`config.mk`:
```
export PLATFORM = sky130hd
export DESIGN_NAME = spi_command_bridge_slew_limited
export DESIGN_NICKNAME = d
export VERILOG_FILES = /design/src/sv/spicb_pkg.sv /design/src/sv/spicb_core.sv /design/src/sv/spicb_outreg.sv /design/src/sv/spi_command_bridge_slew_limited.sv
export SDC_FILE = /design/constraint.sdc
export NUM_CORES = 1
export LEC_CHECK = 0
export BUFFER_PORTS_ARGS = -buffer_cell sky130_fd_sc_hd__buf_4
export CAP_MARGIN = 10
export CORE_MARGIN = 5
export CORE_UTILIZATION = 66
export CTS_CLUSTER_SIZE = 10
export DETAILED_ROUTE_END_ITERATION = 7
export HOLD_SLACK_MARGIN = 0.05
export PLACE_DENSITY = 0.87
export SETUP_SLACK_MARGIN = 0.2
export SYNTH_ARGS = -nofsm -noshare
export SYNTH_HDL_FRONTEND = slang
export SYNTH_SLANG_ARGS = --single-unit
```
`constraint.sdc`:
```
create_clock -name clk -period 15.2 [get_ports clk]
set_clock_uncertainty 0.2 [all_clocks]
set_input_delay 3.04 -clock clk [delete_from_list [all_inputs] [get_ports clk]]
set_output_delay 3.04 -clock clk [all_outputs]
set_load 0.02 [all_outputs]
```
`src/sv/spicb_pkg.sv`:
```
`timescale 1ns / 1ps

package spicb_pkg;

	typedef enum logic [1:0] {
		REQ_SEL_FALL = 2'd0,
		REQ_SEL_RISE = 2'd1,
		REQ_TICK     = 2'd2,
		REQ_RSVD     = 2'd3
	} req_type_t;

	typedef enum logic [2:0] {
		MODE_IDLE = 3'd0,
		MODE_READ = 3'd1,
		MODE_GEN0 = 3'd2,
		MODE_GEN1 = 3'd3,
		MODE_I2C  = 3'd4,
		MODE_PWMA = 3'd5,
		MODE_PWMB = 3'd6
	} mode_t;

	typedef enum logic [0:0] {
		CFG_SLEW_STEP      = 1'b0,
		CFG_SHUTDOWN_TICKS = 1'b1
	} cfg_reg_t;

	localparam logic [15:0] CMD_READ_ENC = 16'h0010;
	localparam logic [15:0] CMD_GEN0     = 16'h0020;
	localparam logic [15:0] CMD_GEN1     = 16'h0040;
	localparam logic [15:0] CMD_I2C      = 16'h0080;
	localparam logic [15:0] CMD_PWMA     = 16'h0100;
	localparam logic [15:0] CMD_PWMB     = 16'h0200;
	localparam logic [15:0] STATUS_IDLE  = 16'h0001;

	localparam logic [15:0] SLEW_STEP_RST      = 16'd50;
	localparam logic [15:0] SHUTDOWN_TICKS_RST = 16'd2000;
	localparam logic [15:0] LOSS_MAX           = 16'hFFFF;
	localparam logic [1:0]  READ_LAST          = 2'd2;

	typedef struct packed {
		logic [1:0]  req_type;
		logic [15:0] rx_word;
		logic [15:0] enc_a;
		logic [15:0] enc_b;
		logic [15:0] enc_c;
		logic        power_lost;
	} in_item_t;

	typedef struct packed {
		logic        tx_load;
		logic        tx_front;
		logic [15:0] tx_word;
		logic        gen_write;
		logic        gen_channel;
		logic [15:0] gen_word;
		logic        i2c_write;
		logic [7:0]  i2c_address;
		logic [7:0]  i2c_byte;
		logic [15:0] pwm_a_out;
		logic [15:0] pwm_b_out;
		logic        shutdown_req;
	} out_item_t;

	// trailing encoder words of a read command, appended after the first result
	typedef struct packed {
		logic [1:0]  extra;
		logic [15:0] word_b;
		logic [15:0] word_c;
	} burst_t;

endpackage

```
`src/sv/spicb_core.sv`:
```
`timescale 1ns / 1ps

module spicb_core (
	input  logic                  clk,
	input  logic                  arst_n,
	input  logic                  cfg_we,
	input  logic [0:0]            cfg_index,
	input  logic [15:0]           cfg_data,
	input  logic                  go,
	input  spicb_pkg::in_item_t   item,
	output spicb_pkg::out_item_t  res,
	output spicb_pkg::burst_t     burst
);

	logic [15:0]      slew_step_q;
	logic [15:0]      shutdown_ticks_q;
	spicb_pkg::mode_t mode_q, mode_nx;
	logic [1:0]       read_count_q, read_count_nx;
	logic [15:0]      pwm_a_target_q, pwm_a_target_nx;
	logic [15:0]      pwm_b_target_q, pwm_b_target_nx;
	logic [15:0]      pwm_a_now_q, pwm_a_now_nx;
	logic [15:0]      pwm_b_now_q, pwm_b_now_nx;
	logic [15:0]      loss_count_q, loss_count_nx;
	logic [15:0]      loss_inc;
	logic [15:0]      slew_a, slew_b;

	function automatic logic [15:0] slew(input logic [15:0] now, input logic [15:0] target,
		input logic [15:0] step);
		logic [15:0] r;
		if (target > now) begin
			r = ((target - now) > step) ? now + step : target;
		end else begin
			r = ((now - target) > step) ? now - step : target;
		end
		return r;
	endfunction

	assign slew_a   = slew(pwm_a_now_q, pwm_a_target_q, slew_step_q);
	assign slew_b   = slew(pwm_b_now_q, pwm_b_target_q, slew_step_q);
	assign loss_inc = loss_count_q + 16'd1;

	always_comb begin
		mode_nx         = mode_q;
		read_count_nx   = read_count_q;
		pwm_a_target_nx = pwm_a_target_q;
		pwm_b_target_nx = pwm_b_target_q;
		pwm_a_now_nx    = pwm_a_now_q;
		pwm_b_now_nx    = pwm_b_now_q;
		loss_count_nx   = loss_count_q;
		res             = '0;
		burst           = '0;
		burst.word_b    = item.enc_b;
		burst.word_c    = item.enc_c;

		unique case (spicb_pkg::req_type_t'(item.req_type))
			spicb_pkg::REQ_SEL_FALL: begin
				res.tx_front = 1'b1;
				res.tx_load  = 1'b1;
				unique case (mode_q)
					spicb_pkg::MODE_IDLE: res.tx_word = spicb_pkg::STATUS_IDLE;
					spicb_pkg::MODE_GEN0: res.tx_word = spicb_pkg::CMD_GEN0;
					spicb_pkg::MODE_GEN1: res.tx_word = spicb_pkg::CMD_GEN1;
					spicb_pkg::MODE_I2C:  res.tx_word = spicb_pkg::CMD_I2C;
					spicb_pkg::MODE_PWMA: res.tx_word = spicb_pkg::CMD_PWMA;
					spicb_pkg::MODE_PWMB: res.tx_word = spicb_pkg::CMD_PWMB;
					default: begin
						res.tx_front = 1'b0;
						res.tx_load  = 1'b0;
					end
				endcase
			end
			spicb_pkg::REQ_SEL_RISE: begin
				unique case (mode_q)
					spicb_pkg::MODE_IDLE: begin
						read_count_nx = '0;
						priority if (item.rx_word == spicb_pkg::CMD_READ_ENC) begin
							mode_nx      = spicb_pkg::MODE_READ;
							res.tx_load  = 1'b1;
							res.tx_front = 1'b1;
							res.tx_word  = item.enc_a;
							burst.extra  = 2'd2;
						end else if (item.rx_word == spicb_pkg::CMD_GEN0) begin
							mode_nx = spicb_pkg::MODE_GEN0;
						end else if (item.rx_word == spicb_pkg::CMD_GEN1) begin
							mode_nx = spicb_pkg::MODE_GEN1;
						end else if (item.rx_word == spicb_pkg::CMD_I2C) begin
							mode_nx = spicb_pkg::MODE_I2C;
						end else if (item.rx_word == spicb_pkg::CMD_PWMA) begin
							mode_nx = spicb_pkg::MODE_PWMA;
						end else if (item.rx_word == spicb_pkg::CMD_PWMB) begin
							mode_nx = spicb_pkg::MODE_PWMB;
						end
					end
					spicb_pkg::MODE_READ: begin
						if (read_count_q < spicb_pkg::READ_LAST) begin
							read_count_nx = read_count_q + 2'd1;
						end else begin
							mode_nx       = spicb_pkg::MODE_IDLE;
							read_count_nx = '0;
						end
					end
					spicb_pkg::MODE_GEN0, spicb_pkg::MODE_GEN1: begin
						res.gen_write   = 1'b1;
						res.gen_channel = (mode_q == spicb_pkg::MODE_GEN1);
						res.gen_word    = item.rx_word;
						mode_nx         = spicb_pkg::MODE_IDLE;
					end
					spicb_pkg::MODE_I2C: begin
						res.i2c_write   = 1'b1;
						res.i2c_address = item.rx_word[15:8];
						res.i2c_byte    = item.rx_word[7:0];
						mode_nx         = spicb_pkg::MODE_IDLE;
					end
					spicb_pkg::MODE_PWMA: begin
						pwm_a_target_nx = item.rx_word;
						mode_nx         = spicb_pkg::MODE_IDLE;
					end
					spicb_pkg::MODE_PWMB: begin
						pwm_b_target_nx = item.rx_word;
						mode_nx         = spicb_pkg::MODE_IDLE;
					end
					default: mode_nx = spicb_pkg::MODE_IDLE;
				endcase
			end
			spicb_pkg::REQ_TICK: begin
				pwm_a_now_nx = slew_a;
				pwm_b_now_nx = slew_b;
				if (item.power_lost) begin
					// saturate, so shutdown fires only on first reaching the threshold
					if (loss_count_q != spicb_pkg::LOSS_MAX) begin
						loss_count_nx    = loss_inc;
						res.shutdown_req = (loss_inc == shutdown_ticks_q);
					end
				end else begin
					loss_count_nx = '0;
				end
			end
			default: ;
		endcase

		res.pwm_a_out = pwm_a_now_nx;
		res.pwm_b_out = pwm_b_now_nx;
	end

	always_ff @(posedge clk or negedge arst_n) begin
		if (!arst_n) begin
			slew_step_q      <= spicb_pkg::SLEW_STEP_RST;
			shutdown_ticks_q <= spicb_pkg::SHUTDOWN_TICKS_RST;
		end else if (cfg_we) begin
			if (cfg_index == spicb_pkg::CFG_SLEW_STEP) begin
				slew_step_q <= cfg_data;
			end else begin
				shutdown_ticks_q <= cfg_data;
			end
		end
	end

	always_ff @(posedge clk or negedge arst_n) begin
		if (!arst_n) begin
			mode_q         <= spicb_pkg::MODE_IDLE;
			read_count_q   <= '0;
			pwm_a_target_q <= '0;
			pwm_b_target_q <= '0;
			pwm_a_now_q    <= '0;
			pwm_b_now_q    <= '0;
			loss_count_q   <= '0;
		end else if (go) begin
			mode_q         <= mode_nx;
			read_count_q   <= read_count_nx;
			pwm_a_target_q <= pwm_a_target_nx;
			pwm_b_target_q <= pwm_b_target_nx;
			pwm_a_now_q    <= pwm_a_now_nx;
			pwm_b_now_q    <= pwm_b_now_nx;
			loss_count_q   <= loss_count_nx;
		end
	end

endmodule

```
`src/sv/spicb_outreg.sv`:
```
`timescale 1ns / 1ps

module spicb_outreg (
	input  logic                  clk,
	input  logic                  arst_n,
	input  logic                  load,
	input  spicb_pkg::out_item_t  first,
	input  spicb_pkg::burst_t     burst,
	input  logic                  res_stall,
	output logic                  res_valid,
	output spicb_pkg::out_item_t  res,
	output logic                  free
);

	logic                 valid_q;
	logic [1:0]           left_q;
	logic [15:0]          next_q;
	logic [15:0]          last_q;
	spicb_pkg::out_item_t res_q;
	logic                 take;

	assign take      = valid_q && !res_stall;
	assign free      = !valid_q || (take && (left_q == 2'd0));
	assign res_valid = valid_q;
	assign res       = res_q;

	always_ff @(posedge clk or negedge arst_n) begin
		if (!arst_n) begin
			valid_q <= 1'b0;
			left_q  <= '0;
		end else if (load) begin
			valid_q <= 1'b1;
			left_q  <= burst.extra;
		end else if (take) begin
			if (left_q != 2'd0) begin
				left_q <= left_q - 2'd1;
			end else begin
				valid_q <= 1'b0;
			end
		end
	end

	// payload: load a fresh result, or shift in the next queued encoder word
	always_ff @(posedge clk) begin
		if (load) begin
			res_q  <= first;
			next_q <= burst.word_b;
			last_q <= burst.word_c;
		end else if (take && (left_q != 2'd0)) begin
			res_q.tx_front <= 1'b0;
			res_q.tx_word  <= next_q;
			next_q         <= last_q;
		end
	end

endmodule

```
`src/sv/spi_command_bridge_slew_limited.sv`:
```
`timescale 1ns / 1ps

// channel | handshake              | payload
// req     | req_valid / req_stall  | spicb_pkg::in_item_t
// res     | res_valid / res_stall  | spicb_pkg::out_item_t
// cfg     | cfg_valid / cfg_ready  | cfg_index, cfg_data
//
// One input item per cycle while req_stall is low; an encoder read command
// occupies the result register for three results, one per transmit word,
// holding off new items meanwhile. Items pass input register, then result register.
// arst_n clears mode, counters, PWM state and registers to their defaults.
// A stalled result holds; the input register still takes one more item.
module spi_command_bridge_slew_limited (
	input  logic                  clk,
	input  logic                  arst_n,
	input  logic                  req_valid,
	output logic                  req_stall,
	input  spicb_pkg::in_item_t   req,
	output logic                  res_valid,
	input  logic                  res_stall,
	output spicb_pkg::out_item_t  res,
	input  logic                  cfg_valid,
	output logic                  cfg_ready,
	input  logic [0:0]            cfg_index,
	input  logic [15:0]           cfg_data
);

	logic                 valid_s1;
	spicb_pkg::in_item_t  item_s1;
	logic                 adv;
	logic                 free;
	spicb_pkg::out_item_t first;
	spicb_pkg::burst_t    burst;

	assign cfg_ready = 1'b1;
	assign adv       = valid_s1 && free;
	assign req_stall = valid_s1 && !adv;

	always_ff @(posedge clk or negedge arst_n) begin
		if (!arst_n) begin
			valid_s1 <= 1'b0;
		end else begin
			valid_s1 <= (req_valid && !req_stall) || (valid_s1 && !adv);
		end
	end

	always_ff @(posedge clk) begin
		if (req_valid && !req_stall) begin
			item_s1 <= req;
		end
	end

	spicb_core u_core (
		.clk       (clk),
		.arst_n    (arst_n),
		.cfg_we    (cfg_valid && cfg_ready),
		.cfg_index (cfg_index),
		.cfg_data  (cfg_data),
		.go        (adv),
		.item      (item_s1),
		.res       (first),
		.burst     (burst)
	);

	spicb_outreg u_outreg (
		.clk       (clk),
		.arst_n    (arst_n),
		.load      (adv),
		.first     (first),
		.burst     (burst),
		.res_stall (res_stall),
		.res_valid (res_valid),
		.res       (res),
		.free      (free)
	);

	a_one_request: assert property (@(posedge clk) disable iff (!arst_n)
		res_valid |-> $onehot0({res.tx_load, res.gen_write, res.i2c_write, res.shutdown_req}))
		else $error("result carries more than one request");

	a_stall_needs_item: assert property (@(posedge clk) disable iff (!arst_n)
		req_stall |-> valid_s1)
		else $error("input stalled with empty input register");

	a_adv_fills_result: assert property (@(posedge clk) disable iff (!arst_n)
		adv |=> res_valid)
		else $error("advanced item produced no result");

endmodule

```
### Yosys cells after proc, flatten, opt, wreduce, memory -nomap -nowiden

Cells that the tools add are included.
W data, S select, Z words.

| storage, ports and cells | value |
|---|---|
| bits in registers | 306 |
| input port bits | 89 |
| output and inout port bits | 89 |
| word-level logic and storage cells | 145 |

| cells by class | value |
|---|---|
| add/sub/neg operators | 11 |
| magnitude comparators | 7 |
| eq/ne operators | 20 |
| multiplexer cells | 40 |
| bitwise operators | 1 |
| reductions and logical operators | 34 |

Operators with widths:

| cell | number |
|---|---|
| $mux W16 | 12 |
| $gt A16 B16 Y1 | 6 |
| $sub A16 B16 Y16 | 6 |
| $pmux W10 S6 | 1 |
| $mux W18 | 3 |
| $mux W17 | 3 |
| $pmux W18 S2 | 1 |
| $add A16 B16 Y16 | 2 |
| $mux W3 | 7 |
| $add A16 B1 Y16 const B | 1 |
| $eq A16 B10 Y1 const B | 1 |
| $eq A16 B16 Y1 | 1 |
| $eq A16 B5 Y1 const B | 1 |
| $eq A16 B6 Y1 const B | 1 |
| $eq A16 B7 Y1 const B | 1 |
| $eq A16 B8 Y1 const B | 1 |
| $eq A16 B9 Y1 const B | 1 |
| $mux W2 | 8 |
| $ne A16 B16 Y1 const B | 1 |
| $reduce_and A3 Y1 | 5 |
| $reduce_and A2 Y1 | 6 |
| $reduce_bool A2 Y1 | 5 |
| $eq A3 B3 Y1 const B | 3 |
| $ne A7 B1 Y1 const B | 1 |
| 21 further kinds | 35 |

### Depth between registers and ports, before layout

Gate-level depths: netlist of run 1.

| logic depth | value |
|---|---|
| depth in word-level cells | 10 |
| gate-level depth with buffers | 23 |
| mapped depth without buffers | 21 |

### Modules after synthesis

A second synthesis of run 1 with hierarchy kept.

| unflattened totals | value |
|---|---|
| cell total of the unflattened synthesis | 1932 |
| area total of the unflattened synthesis | 19711.4 um^2 |

Modules (own cells, without submodules):

| module | times used | cells each | area each (um^2) | sequential area each (um^2) |
|---|---|---|---|---|
| spicb_core | 1 | 1685 | 13529.2 | 2939.1 |
| spicb_outreg | 1 | 172 | 4095.2 | 3618.5 |
| spi_command_bridge_slew_limited | 1 | 75 | 2087.0 | 2037.0 |

### Worst setup path after synthesis of run 1

OpenSTA, ideal clock, no wires.

| path | value |
|---|---|
| path kind | in2reg |
| from | input port res_stall |
| to | register u_outreg.last_q[0] (enable) |
| library setup time | 0.483 ns |
| data arrival time | 6.092 ns |
| data required time | 14.517 ns |
| setup slack | 8.426 ns |
| cell stages on the path | 4 |
| path buffers | 1 |
| path through | o21ai_0 > nand2_1 > inv_1 > clkbuf_1 |

| between the ends | value |
|---|---|
| word-level cells in the longest chain between the ends | 5 |

RTL lines:

| item | RTL line | text |
|---|---|---|
| from (decl) | spi_command_bridge_slew_limited.sv:20 | `input logic res_stall,` |
| $logic_not A1 Y1 | spicb_outreg.sv:22 | `assign take = valid_q && !res_stall;` |
| $logic_and A1 B1 Y1 | spicb_outreg.sv:22 |  |
| $logic_and A1 B1 Y1 | spicb_outreg.sv:23 | `assign free = !valid_q \|\| (take && (left_q == 2'd0));` |
| $logic_or A1 B1 Y1 | spicb_outreg.sv:23 |  |
| $logic_and A1 B1 Y1 | spi_command_bridge_slew_limited.sv:36 | `assign adv = valid_s1 && free;` |
| named net adv | spi_command_bridge_slew_limited.sv:30 | `logic adv;` |
| to (signal assigned) | spicb_outreg.sv:48 | `last_q <= burst.word_c;` |
| to (decl) | spicb_outreg.sv:18 | `logic [15:0] last_q;` |

The timed path passes the listed nets, and every way through them passes these cells.
A chain may end at the register's enable or synchronous reset.

### Final worst setup path of run 1

| path | value |
|---|---|
| from | input port res_stall |
| to | output port req_stall |

| between the ends | value |
|---|---|
| word-level cells in the longest chain between the ends | 7 |

RTL lines:

| item | RTL line | text |
|---|---|---|
| $logic_not A1 Y1 | spicb_outreg.sv:22 |  |
| $logic_and A1 B1 Y1 | spicb_outreg.sv:22 |  |
| $logic_and A1 B1 Y1 | spicb_outreg.sv:23 |  |
| $logic_or A1 B1 Y1 | spicb_outreg.sv:23 |  |
| $logic_and A1 B1 Y1 | spi_command_bridge_slew_limited.sv:36 |  |
| $logic_not A1 Y1 | spi_command_bridge_slew_limited.sv:37 | `assign req_stall = valid_s1 && !adv;` |
| $logic_and A1 B1 Y1 | spi_command_bridge_slew_limited.sv:37 |  |
| to (decl) | spi_command_bridge_slew_limited.sv:17 | `output logic req_stall,` |

Every way passes these cells.

==> impl_metrics.py, run 1 <==
metrics = {
    "run_status": {
        "status": "finished, final reports clean",
    },
    "place": {
        "place_area_sq_mm": 0.0213,
        "io_buffers": 176,
        "gp_congestion": 1.01,
        "dp_hpwl_um": 41900,
    },
    "timing": {
        "max_freq_mhz": 141,
        "slew_headroom": 0.216,
        "hold_violations": 0,
        "period_needed_ns": 7.10,
        "finalCritPeriodShare": 0.467,
        "maxSlewViolCount": 0,
        "rsz0062_at_grt": "false",
        "setup_tns_ns": 0,
        "worst_slew_pin_slew_ns": 1.18,
        "setup_viol": 0,
    },
    "final_layout": {
        "num-fill-cells": 1955,
        "design_area_sq_mm": 0.0225,
        "drive_gt1_frac": 0.149,
        "final_core_util": 0.756,
        "area_growth_pct": 13.1,
        "multi_input_area_sq_mm": 0.0103,
        "layout.nets": 2424,
        "antenna_cells": 0,
        "layout.area.seq_sq_mm": 0.00859,
    },
    "yosys": {
        "synthCells": 2015,
        "syn_avg_cell_area_sq_um": 9.86,
        "ys_top_cells_by_count": "nand2_1 (241), ha_1 (186), edfxtp_1 (185), o21ai_0 (161), inv_1 (132)",
        "synthDominantCellAreaShare": 0.280,
        "synth_seq_cells": 306,
        "ys_seq_area_frac": 0.433,
        "yosys_most_used_dff": "edfxtp_1",
        "syn-num-nets": 2298,
        "ys_types": 93,
        "synth_area_sq_mm": 0.0199,
        "synth_edf_count": 185,
        "synth_area_leader_cell": "edfxtp_1",
        "yosys_warnings": 0,
        "ys_async_sr_fraction": 0.395,
        "synthTopCellsByArea": "edfxtp_1 (28%), dfrtp_1 (14%), ha_1 (12%)",
        "synthMostInstantiatedCell": "nand2_1",
    },
    "clocking": {
        "clkTransAtPathRegs_ns": 0.06,
        "root_buffer": "clkbuf_16",
        "htreeDepth": 2,
        "cts_hold_buf": 0,
        "cts_resized": 0,
        "post-cts-setup-buffers": 0,
        "tritoncts": "done",
        "clock-sinks": 306,
        "cts_buffer_depth": 3,
        "clock_latency_ns": 0.54,
        "cts_made_buffers": 37,
    },
    "worst_setup_path": {
        "worstSetupEndpoint": "req_stall",
        "cpPeakStageDelay_ns": 0.30,
        "worst_path_max_delay_cell": "o21ai_0",
        "setup.worst_path.class": "input port to output port",
        "cp.arrival_ns": 3.86,
        "crit_buf_inv": 4,
        "cp-start-kind": "input port",
        "rr_endpoint": "u_outreg.res[16]$_DFFE_PP_",
        "worstSetupEndpointType": "output port",
        "critPathMaxFanout": 5,
        "cp.depth": 6,
        "path_cells": "buf_4 -> o21ai_0 -> inv_1 -> nand2_1 -> inv_1 -> buf_4",
        "crit_path_start": "res_stall",
        "r2r_cells": 19,
        "r2r_slack_ns": 8.62,
        "rr_startpoint": "u_core.pwm_b_now_q[1]$_DFFE_PN0P_",
        "worstPathRequired_ns": 11.96,
        "crit_family": "buffers and inverters",
    },
    "hold_path": {
        "holdCritStartpoint": "item_s1[9]$_DFFE_PP_",
        "hp-class": "flop to flop",
    },
    "drt": {
        "finalWirelength_um": 57300,
        "vias": 16500,
        "viasPerCell": 6.45,
        "ant_nets": 0,
        "drt_iter0_drc": 1943,
        "post_drt_wl_per_cell_um": 22.4,
        "drc_errors": 0,
        "drt_first_pass_iters": 6,
    },
    "grt": {
        "antenna_found_initial": 3,
        "grt.total_usage": 0.336,
        "grt_pass1_wl_um": 89400,
        "grt_max_degree": 91,
        "grt_pass1_vias": 16400,
        "gr-total-overflow": 0,
    },
    "floorplan": {
        "ios": 178,
        "rows": 63,
        "die_w_um": 184,
        "core_sq_mm": 0.0297,
        "die_area_sq_mm": 0.0337,
        "die_h_um": 184,
        "start_util": 0.669,
    },
    "run": {
        "max_cap_viol_count": 0,
    },
}
-- layout make-up --
cell class                 count  area share
sequential                   306       0.382
multi-input combinational   1473       0.459
clock buffer                  63      0.0473
timing repair buffer         191      0.0638
clock inverter                 4     0.00301
inverter                     132      0.0222
tap                          390      0.0217
-- cell families after synthesis --
| kind of cell | count (synthesis) | share of synthesized area |
|---|---|---|
| other cells | 1 | 0.000189 |
| flops | 306 | 0.433 |
| buf+inv | 236 | 0.0493 |
| mux | 36 | 0.0203 |
| compound gates | 559 | 0.188 |
| fa+ha+maj | 194 | 0.125 |
| simple gates | 599 | 0.148 |
| xor+xnor | 84 | 0.0370 |
-- metal layers --
metal / vias up / GRT usage / routed length, um
met2: 945 / 0.517 / 25500
met1: 7798 / 0.448 / 22200
li1: 7563 / - / -
met3: 198 / 0.0912 / 6520
met5: - / 0 / 41
met4: 6 / 0.152 / 3020
-- cells in the final DEF (no fill, tap or decap), types with 17 or more instances in the layout --
cell,instances
nand2_1,241
buf_4,191
ha_1,186
edfxtp_1,185
o21ai_0,161
inv_1,131
dfrtp_1,112
a21oi_1,104
nor2_1,82
xnor2_1,56
and2_1,51
a21o_1,48
nand3_1,45
clkbuf_16,37
mux2_2,34
nor3_1,30
xor2_1,28
nor2b_1,24
nand2b_1,23
clkbuf_1,22
o21bai_1,21
o221ai_1,20
and3_1,18
o31ai_1,17
a221o_1,17
-- flip-flops by register name, summed over array words and instances (netlist names), 2 cells and up --
register / count
u_outreg.left_q: 2
u_outreg.next_q: 16
u_outreg.last_q: 16
u_core.loss_count_q: 16
u_core.shutdown_ticks_q: 16
u_core.pwm_b_target_q: 16
u_outreg.res: 86
u_core.slew_step_q: 16
u_core.read_count_q: 2
u_core.pwm_b_now_q: 16
item_s1: 67
u_core.pwm_a_now_q: 16
u_core.pwm_a_target_q: 16
u_core.mode_q: 3
-- worst reg2reg max path, stage by stage (launching register included) --
cell      delay (ns)
dfrtp_1         0.50
inv_1           0.20
fa_1            0.49
a21o_1          0.21
a221oi_2        0.38
a21o_1          0.24
o21bai_1        0.09
a21o_1          0.21
a31oi_1         0.30
nor3_1          0.09
a311o_1         0.29
ha_1            0.32
nand4_1         0.18
nor4_1          0.50
a21boi_0        0.24
o31a_1          0.21
nor2b_2         0.88
nor2_8          0.15
a221oi_1        0.41
o21ai_0         0.15
-- metrics by stage --
stage,instances,setup slack [ns],hold WS (ns)
2_1_floorplan,2015,8.43,0.200
3_3_place_gp,2492,8.12,0.201
3_5_place_dp,2492,8.13,0.205
4_1_cts,2559,8.11,0.221
5_1_grt,2559,8.02,0.228
6_report,2559,8.10,0.220
-- worst min-delay path by stage --
| stage | slack [ns] | to | depth (start not counted) |
|---|---|---|---|
| finish | 0.22 | u_outreg.last_q[8]$_DFFE_PP_ | 0 |
| global placement | 0.20 | u_outreg.last_q[14]$_DFFE_PP_ | 0 |
| floorplan | 0.20 | u_outreg.last_q[0]$_DFFE_PP_ | 0 |
| global route | 0.23 | u_outreg.last_q[5]$_DFFE_PP_ | 0 |
| detailed placement | 0.20 | u_outreg.last_q[8]$_DFFE_PP_ | 0 |
| CTS | 0.22 | u_outreg.last_q[8]$_DFFE_PP_ | 0 |
Power of run 1 is not shown: default switching activity piles up to over one toggle a cycle in this logic, so the estimate is an artifact.
==> run 2: changes to the inputs <==
--- a/config.mk
+++ b/config.mk
@@ -8,11 +8,11 @@
 export BUFFER_PORTS_ARGS = -buffer_cell sky130_fd_sc_hd__buf_4
 export CAP_MARGIN = 10
 export CORE_MARGIN = 5
-export CORE_UTILIZATION = 66
+export CORE_UTILIZATION = 55
 export CTS_CLUSTER_SIZE = 10
 export DETAILED_ROUTE_END_ITERATION = 7
 export HOLD_SLACK_MARGIN = 0.05
-export PLACE_DENSITY = 0.87
+export PLACE_DENSITY = 0.78
 export SETUP_SLACK_MARGIN = 0.2
 export SYNTH_ARGS = -nofsm -noshare
 export SYNTH_HDL_FRONTEND = slang
==> constraint.sdc (replaced) <==
create_clock -name clk -period 6.1 [get_ports clk]
set_clock_uncertainty 0.2 [all_clocks]
set_input_delay 1.22 -clock clk [delete_from_list [all_inputs] [get_ports clk]]
set_output_delay 1.22 -clock clk [all_outputs]
set_load 0.02 [all_outputs]
==> impl_metrics.py, run 2 (synthesized netlist as in run 1, its figures left out) <==
metrics = {
    "run_status": {
        "status": "finished, final reports clean",
    },
    "grt": {
        "busiest_layer": "met2",
        "grt_pass1_vias": 16000,
        "grt.total_usage": 0.308,
        "grt_pass1_wl_um": 94300,
        "gr-usage-met2": 0.465,
        "gr-total-overflow": 0,
        "grt_max_degree": 82,
        "antenna_found_initial": 0,
        "met3_usage": 0.0698,
        "grt_use_met1": 0.440,
    },
    "final_layout": {
        "final_common_cell": "nand2_1",
        "num-fill-cells": 2858,
        "layout_common_cells": "nand2_1 (241), buf_4 (204), ha_1 (186)",
        "stdcell_count": 2645,
        "area_growth_pct": 14.4,
        "antenna_cells": 0,
        "largest_register_ffs": 86,
        "layout.nets": 2438,
        "design_area_sq_mm": 0.0227,
        "drive_gt1_frac": 0.158,
        "final_core_util": 0.638,
    },
    "timing": {
        "setup_viol": 0,
        "max_freq_mhz": 177,
        "setup_tns_ns": 0,
        "rsz0062_at_grt": "false",
        "hold_violations": 0,
        "period_needed_ns": 5.64,
        "slew_headroom": 0.226,
        "maxSlewViolCount": 0,
        "finalCritPeriodShare": 0.924,
        "worst_slew_pin_slew_ns": 1.13,
    },
    "floorplan": {
        "die_area_sq_mm": 0.0400,
        "rows": 69,
        "core_sq_mm": 0.0357,
        "die_h_um": 200,
        "ios": 178,
        "start_util": 0.557,
        "die_w_um": 200,
    },
    "drt": {
        "post_drt_wl_per_cell_um": 23.5,
        "drt_first_pass_iters": 5,
        "finalWirelength_um": 62100,
        "drt_iter0_drc": 1485,
        "viasPerCell": 6.25,
        "vias": 16500,
        "ant_nets": 0,
        "drc_errors": 0,
    },
    "place": {
        "dp.cells": 2576,
        "place_area_sq_mm": 0.0215,
        "gp_congestion": 0.998,
        "dp_hpwl_um": 45600,
        "io_buffers": 176,
    },
    "worst_setup_path": {
        "worstSetupEndpointType": "flop",
        "cp-start-kind": "flop",
        "cp.arrival_ns": 5.70,
        "worstPathRequired_ns": 6.16,
        "setup.worst_path.class": "flop to flop",
        "critPathMaxFanout": 16,
    },
    "clocking": {
        "htreeDepth": 2,
        "cts_made_buffers": 38,
        "root_buffer": "clkbuf_16",
        "clock_latency_ns": 0.56,
        "cts_hold_buf": 0,
        "clkTransAtPathRegs_ns": 0.06,
        "cts_buffer_depth": 3,
        "tritoncts": "done",
        "clock-sinks": 306,
    },
    "run": {
        "max_cap_viol_count": 0,
    },
    "hold_path": {
        "hp-class": "flop to flop",
    },
}
run 2: changes by cell type in the layout (fill, tap and decap cells not counted), sizes merged:
cell    delta
bufinv     +1
inv        +1
buf       +13
run 2: through the flow:
step | setup WS [ns] | hold WS, ns
after floorplan | 0.903 | 0.200
after global placement | 0.376 | 0.201
after detailed placement | 0.363 | 0.205
after CTS | 0.313 | 0.212
after global routing | 0.226 | 0.225
final | 0.464 | 0.212
run 2: metal layers:
layer | part of all wire | up-vias
met5 | 0 | -
met4 | 0.039 | 0
met3 | 0.088 | 117
met2 | 0.44 | 725
met1 | 0.43 | 8076
li1 | - | 7615
run 2: worst max-delay path, stage by stage, from the launching register on:
cell	delay, ns
dfrtp_1	0.39
inv_1	0.08
ha_1	0.15
inv_1	0.06
fa_1	0.40
a21o_1	0.23
a221oi_4	0.32
a21o_1	0.21
o21bai_1	0.07
a21o_1	0.21
a31oi_2	0.25
nor3_1	0.08
a311o_1	0.28
ha_1	0.32
nand4_1	0.18
nor4_2	0.37
a21boi_0	0.27
o31a_1	0.24
nor2b_1	0.15
buf_4	0.29
nor2_8	0.12
a221oi_1	0.35
o21ai_0	0.13
run 2: path summary, 6_finish.rpt:
path	startpoint	endpoint	slack, ns	cells past startpoint
max reg2reg	u_core.pwm_b_target_q[0]$_DFFE_PN0P_	u_outreg.res[16]$_DFFE_PP_	0.46	22
min reg2reg	item_s1[5]$_DFFE_PP_	u_outreg.last_q[4]$_DFFE_PP_	0.21	0
max	u_core.pwm_b_target_q[0]$_DFFE_PN0P_	u_outreg.res[16]$_DFFE_PP_	0.46	22
min in group asynchronous	arst_n	u_core.shutdown_ticks_q[2]$_DFFE_PN0P_	0.52	1
max in group asynchronous	arst_n	u_core.pwm_b_target_q[11]$_DFFE_PN0P_	3.92	2
min	item_s1[5]$_DFFE_PP_	u_outreg.last_q[4]$_DFFE_PP_	0.21	0
run 2: cell type report:
cell class / instances / area, sq um / share of cell area
timing repair buffer: 204 / 1530 / 0.0674
multi-input combinational: 1473 / 10400 / 0.457
clock buffer: 63 / 1060 / 0.0468
inverter: 132 / 498 / 0.0219
sequential: 306 / 8600 / 0.378
clock inverter: 6 / 82.6 / 0.00363
tap: 461 / 577 / 0.0254
run 2: repair_timing:
action,4_1_cts,5_1_grt
gates resized for setup,0,11
setup endpoints to repair,0,35
setup buffers,0,0
Power of run 2 is left out for the same reason.
==> run 3: changes to the inputs <==
--- a/config.mk
+++ b/config.mk
@@ -8,11 +8,12 @@
 export BUFFER_PORTS_ARGS = -buffer_cell sky130_fd_sc_hd__buf_4
 export CAP_MARGIN = 10
 export CORE_MARGIN = 5
-export CORE_UTILIZATION = 55
+export CORE_UTILIZATION = 56
+export CTS_BUF_LIST = sky130_fd_sc_hd__clkbuf_4 sky130_fd_sc_hd__clkbuf_8
 export CTS_CLUSTER_SIZE = 10
 export DETAILED_ROUTE_END_ITERATION = 7
 export HOLD_SLACK_MARGIN = 0.05
-export PLACE_DENSITY = 0.78
+export PLACE_DENSITY = 0.79
 export SETUP_SLACK_MARGIN = 0.2
 export SYNTH_ARGS = -nofsm -noshare
 export SYNTH_HDL_FRONTEND = slang
==> impl_metrics.py, run 3 (synthesized netlist as in run 1, its figures left out) <==
metrics = {
    "worst_setup_path": {
        "rr_startpoint": "u_core.pwm_b_target_q[0]$_DFFE_PN0P_",
        "worstSetupEndpointType": "flop",
        "rr_endpoint": "u_outreg.res[16]$_DFFE_PP_",
        "setup.worst_path.class": "flop to flop",
        "worstSetupEndpoint": "u_outreg.res[16]$_DFFE_PP_",
        "cp.arrival_ns": 5.86,
        "r2r_slack_ns": 0.37,
        "worstPathRequired_ns": 6.23,
        "critPathMaxFanout": 16,
        "r2r_cells": 22,
        "cp-start-kind": "flop",
        "crit_path_start": "u_core.pwm_b_target_q[0]$_DFFE_PN0P_",
    },
    "clocking": {
        "clock_latency_ns": 0.65,
        "cts_made_buffers": 53,
        "root_buffer": "clkbuf_8",
        "clock-sinks": 306,
        "post-cts-setup-buffers": 0,
        "tritoncts": "done",
        "cts_buffer_depth": 3,
        "clkTransAtPathRegs_ns": 0.07,
        "htreeDepth": 2,
    },
    "final_layout": {
        "multi_input_area_sq_mm": 0.0104,
        "layout_common_cells": "nand2_1 (241), buf_4 (203), ha_1 (186)",
        "layout.nets": 2452,
        "final_common_cell": "nand2_1",
        "num-fill-cells": 2756,
        "design_area_sq_mm": 0.0228,
        "layout.area.seq_sq_mm": 0.00860,
        "drive_gt1_frac": 0.177,
        "largest_register_ffs": 86,
        "area_growth_pct": 14.7,
        "stdcell_count": 2675,
    },
    "drt": {
        "post_drt_wl_per_cell_um": 22.9,
        "finalWirelength_um": 61100,
        "vias": 16700,
        "drt_iter0_drc": 1785,
        "drt_first_pass_iters": 6,
        "ant_nets": 0,
        "viasPerCell": 6.25,
        "drc_errors": 0,
    },
    "timing": {
        "setup_tns_ns": 0,
        "worst_slew_pin_slew_ns": 1.21,
        "finalCritPeriodShare": 0.939,
        "rsz0062_at_grt": "false",
        "maxSlewViolCount": 0,
        "hold_violations": 0,
        "max_freq_mhz": 174,
        "slew_headroom": 0.190,
        "setup_viol": 0,
        "period_needed_ns": 5.73,
    },
    "floorplan": {
        "die_h_um": 198,
        "ios": 178,
        "core_sq_mm": 0.0353,
        "die_w_um": 198,
        "rows": 69,
        "start_util": 0.563,
        "die_area_sq_mm": 0.0393,
    },
    "run_status": {
        "status": "finished, final reports clean",
    },
    "place": {
        "dp.cells": 2575,
        "io_buffers": 176,
        "dp_hpwl_um": 45100,
        "place_area_sq_mm": 0.0215,
        "gp_congestion": 1.01,
    },
    "grt": {
        "grt_max_degree": 57,
        "grt_pass1_wl_um": 93000,
        "grt.total_usage": 0.307,
        "grt_pass1_vias": 16200,
        "antenna_found_initial": 1,
        "gr-total-overflow": 0,
    },
    "hold_path": {
        "hp-class": "flop to flop",
    },
    "run": {
        "max_cap_viol_count": 0,
    },
}
==> run 3: cell count changes in the layout (fill, tap and decap cells not counted), moves of 2 or more <==
cell,delta
clkinv_2,+11
a221oi_2,+2
o21ai_0,+2
clkbuf_1,-23
bufinv_16,+6
clkbuf_4,+11
clkbuf_8,+55
clkinv_1,+5
inv_12,+2
clkbuf_16,-38
clkinvlp_4,+3
==> run 3: critical path, stage by stage, from the launching register on <==
cell	delay (ns)
dfrtp_1	0.41
inv_1	0.09
ha_1	0.14
inv_1	0.06
fa_1	0.40
a21o_1	0.20
a221oi_2	0.33
a21o_1	0.20
o21bai_1	0.07
a21o_1	0.23
a31oi_2	0.29
nor3_1	0.09
a311o_1	0.28
ha_1	0.32
nand4_1	0.17
nor4_1	0.39
a21boi_0	0.22
o31a_1	0.22
nor2b_1	0.15
buf_4	0.27
nor2_8	0.11
a221oi_1	0.43
o21ai_0	0.15
==> run 3: metrics by stage <==
step | util | hold slack [ns] | worst slack [ns]
CTS | 0.644 | 0.218 | 0.310
detailed placement | 0.610 | 0.205 | 0.328
global route | 0.645 | 0.234 | 0.195
floorplan | - | 0.200 | 0.903
global placement | 0.610 | 0.201 | 0.515
finish | 0.645 | 0.216 | 0.369
==> run 3: what timing repair did <==
action                     CTS  global route
hold buffers                 0             0
resized for setup            0             8
setup endpoints to repair    0            46
==> run 3: worst min path at each step <==
stage                           from                       endpoint  cells after the start
2_1_floorplan   item_s1[1]$_DFFE_PP_   u_outreg.last_q[0]$_DFFE_PP_                      0
3_5_place_dp    item_s1[2]$_DFFE_PP_   u_outreg.last_q[1]$_DFFE_PP_                      0
3_3_place_gp   item_s1[10]$_DFFE_PP_   u_outreg.last_q[9]$_DFFE_PP_                      0
4_1_cts         item_s1[2]$_DFFE_PP_   u_outreg.last_q[1]$_DFFE_PP_                      0
5_1_grt        item_s1[12]$_DFFE_PP_  u_outreg.last_q[11]$_DFFE_PP_                      0
6_report        item_s1[2]$_DFFE_PP_   u_outreg.last_q[1]$_DFFE_PP_                      0
==> run 3: metal layers <==
metal / up-vias / part of all wire / global-route usage
li1: 7632 / - / -
met3: 178 / 0.10 / 0.0740
met5: - / 0 / 0
met4: 0 / 0.050 / 0.139
met1: 8057 / 0.41 / 0.428
met2: 853 / 0.43 / 0.456
==> run 3: area by class of cell <==
cell class | instances | share of cell area
Sequential cell | 306 | 0.377
Timing Repair Buffer | 203 | 0.0669
Clock buffer | 68 | 0.0380
Multi-Input combinational cell | 1473 | 0.455
Inverter | 132 | 0.0219
Antenna cell | 1 | 0.000110
Tap cell | 461 | 0.0253
Clock inverter | 31 | 0.0155
Power of run 3 is left out for the same reason.
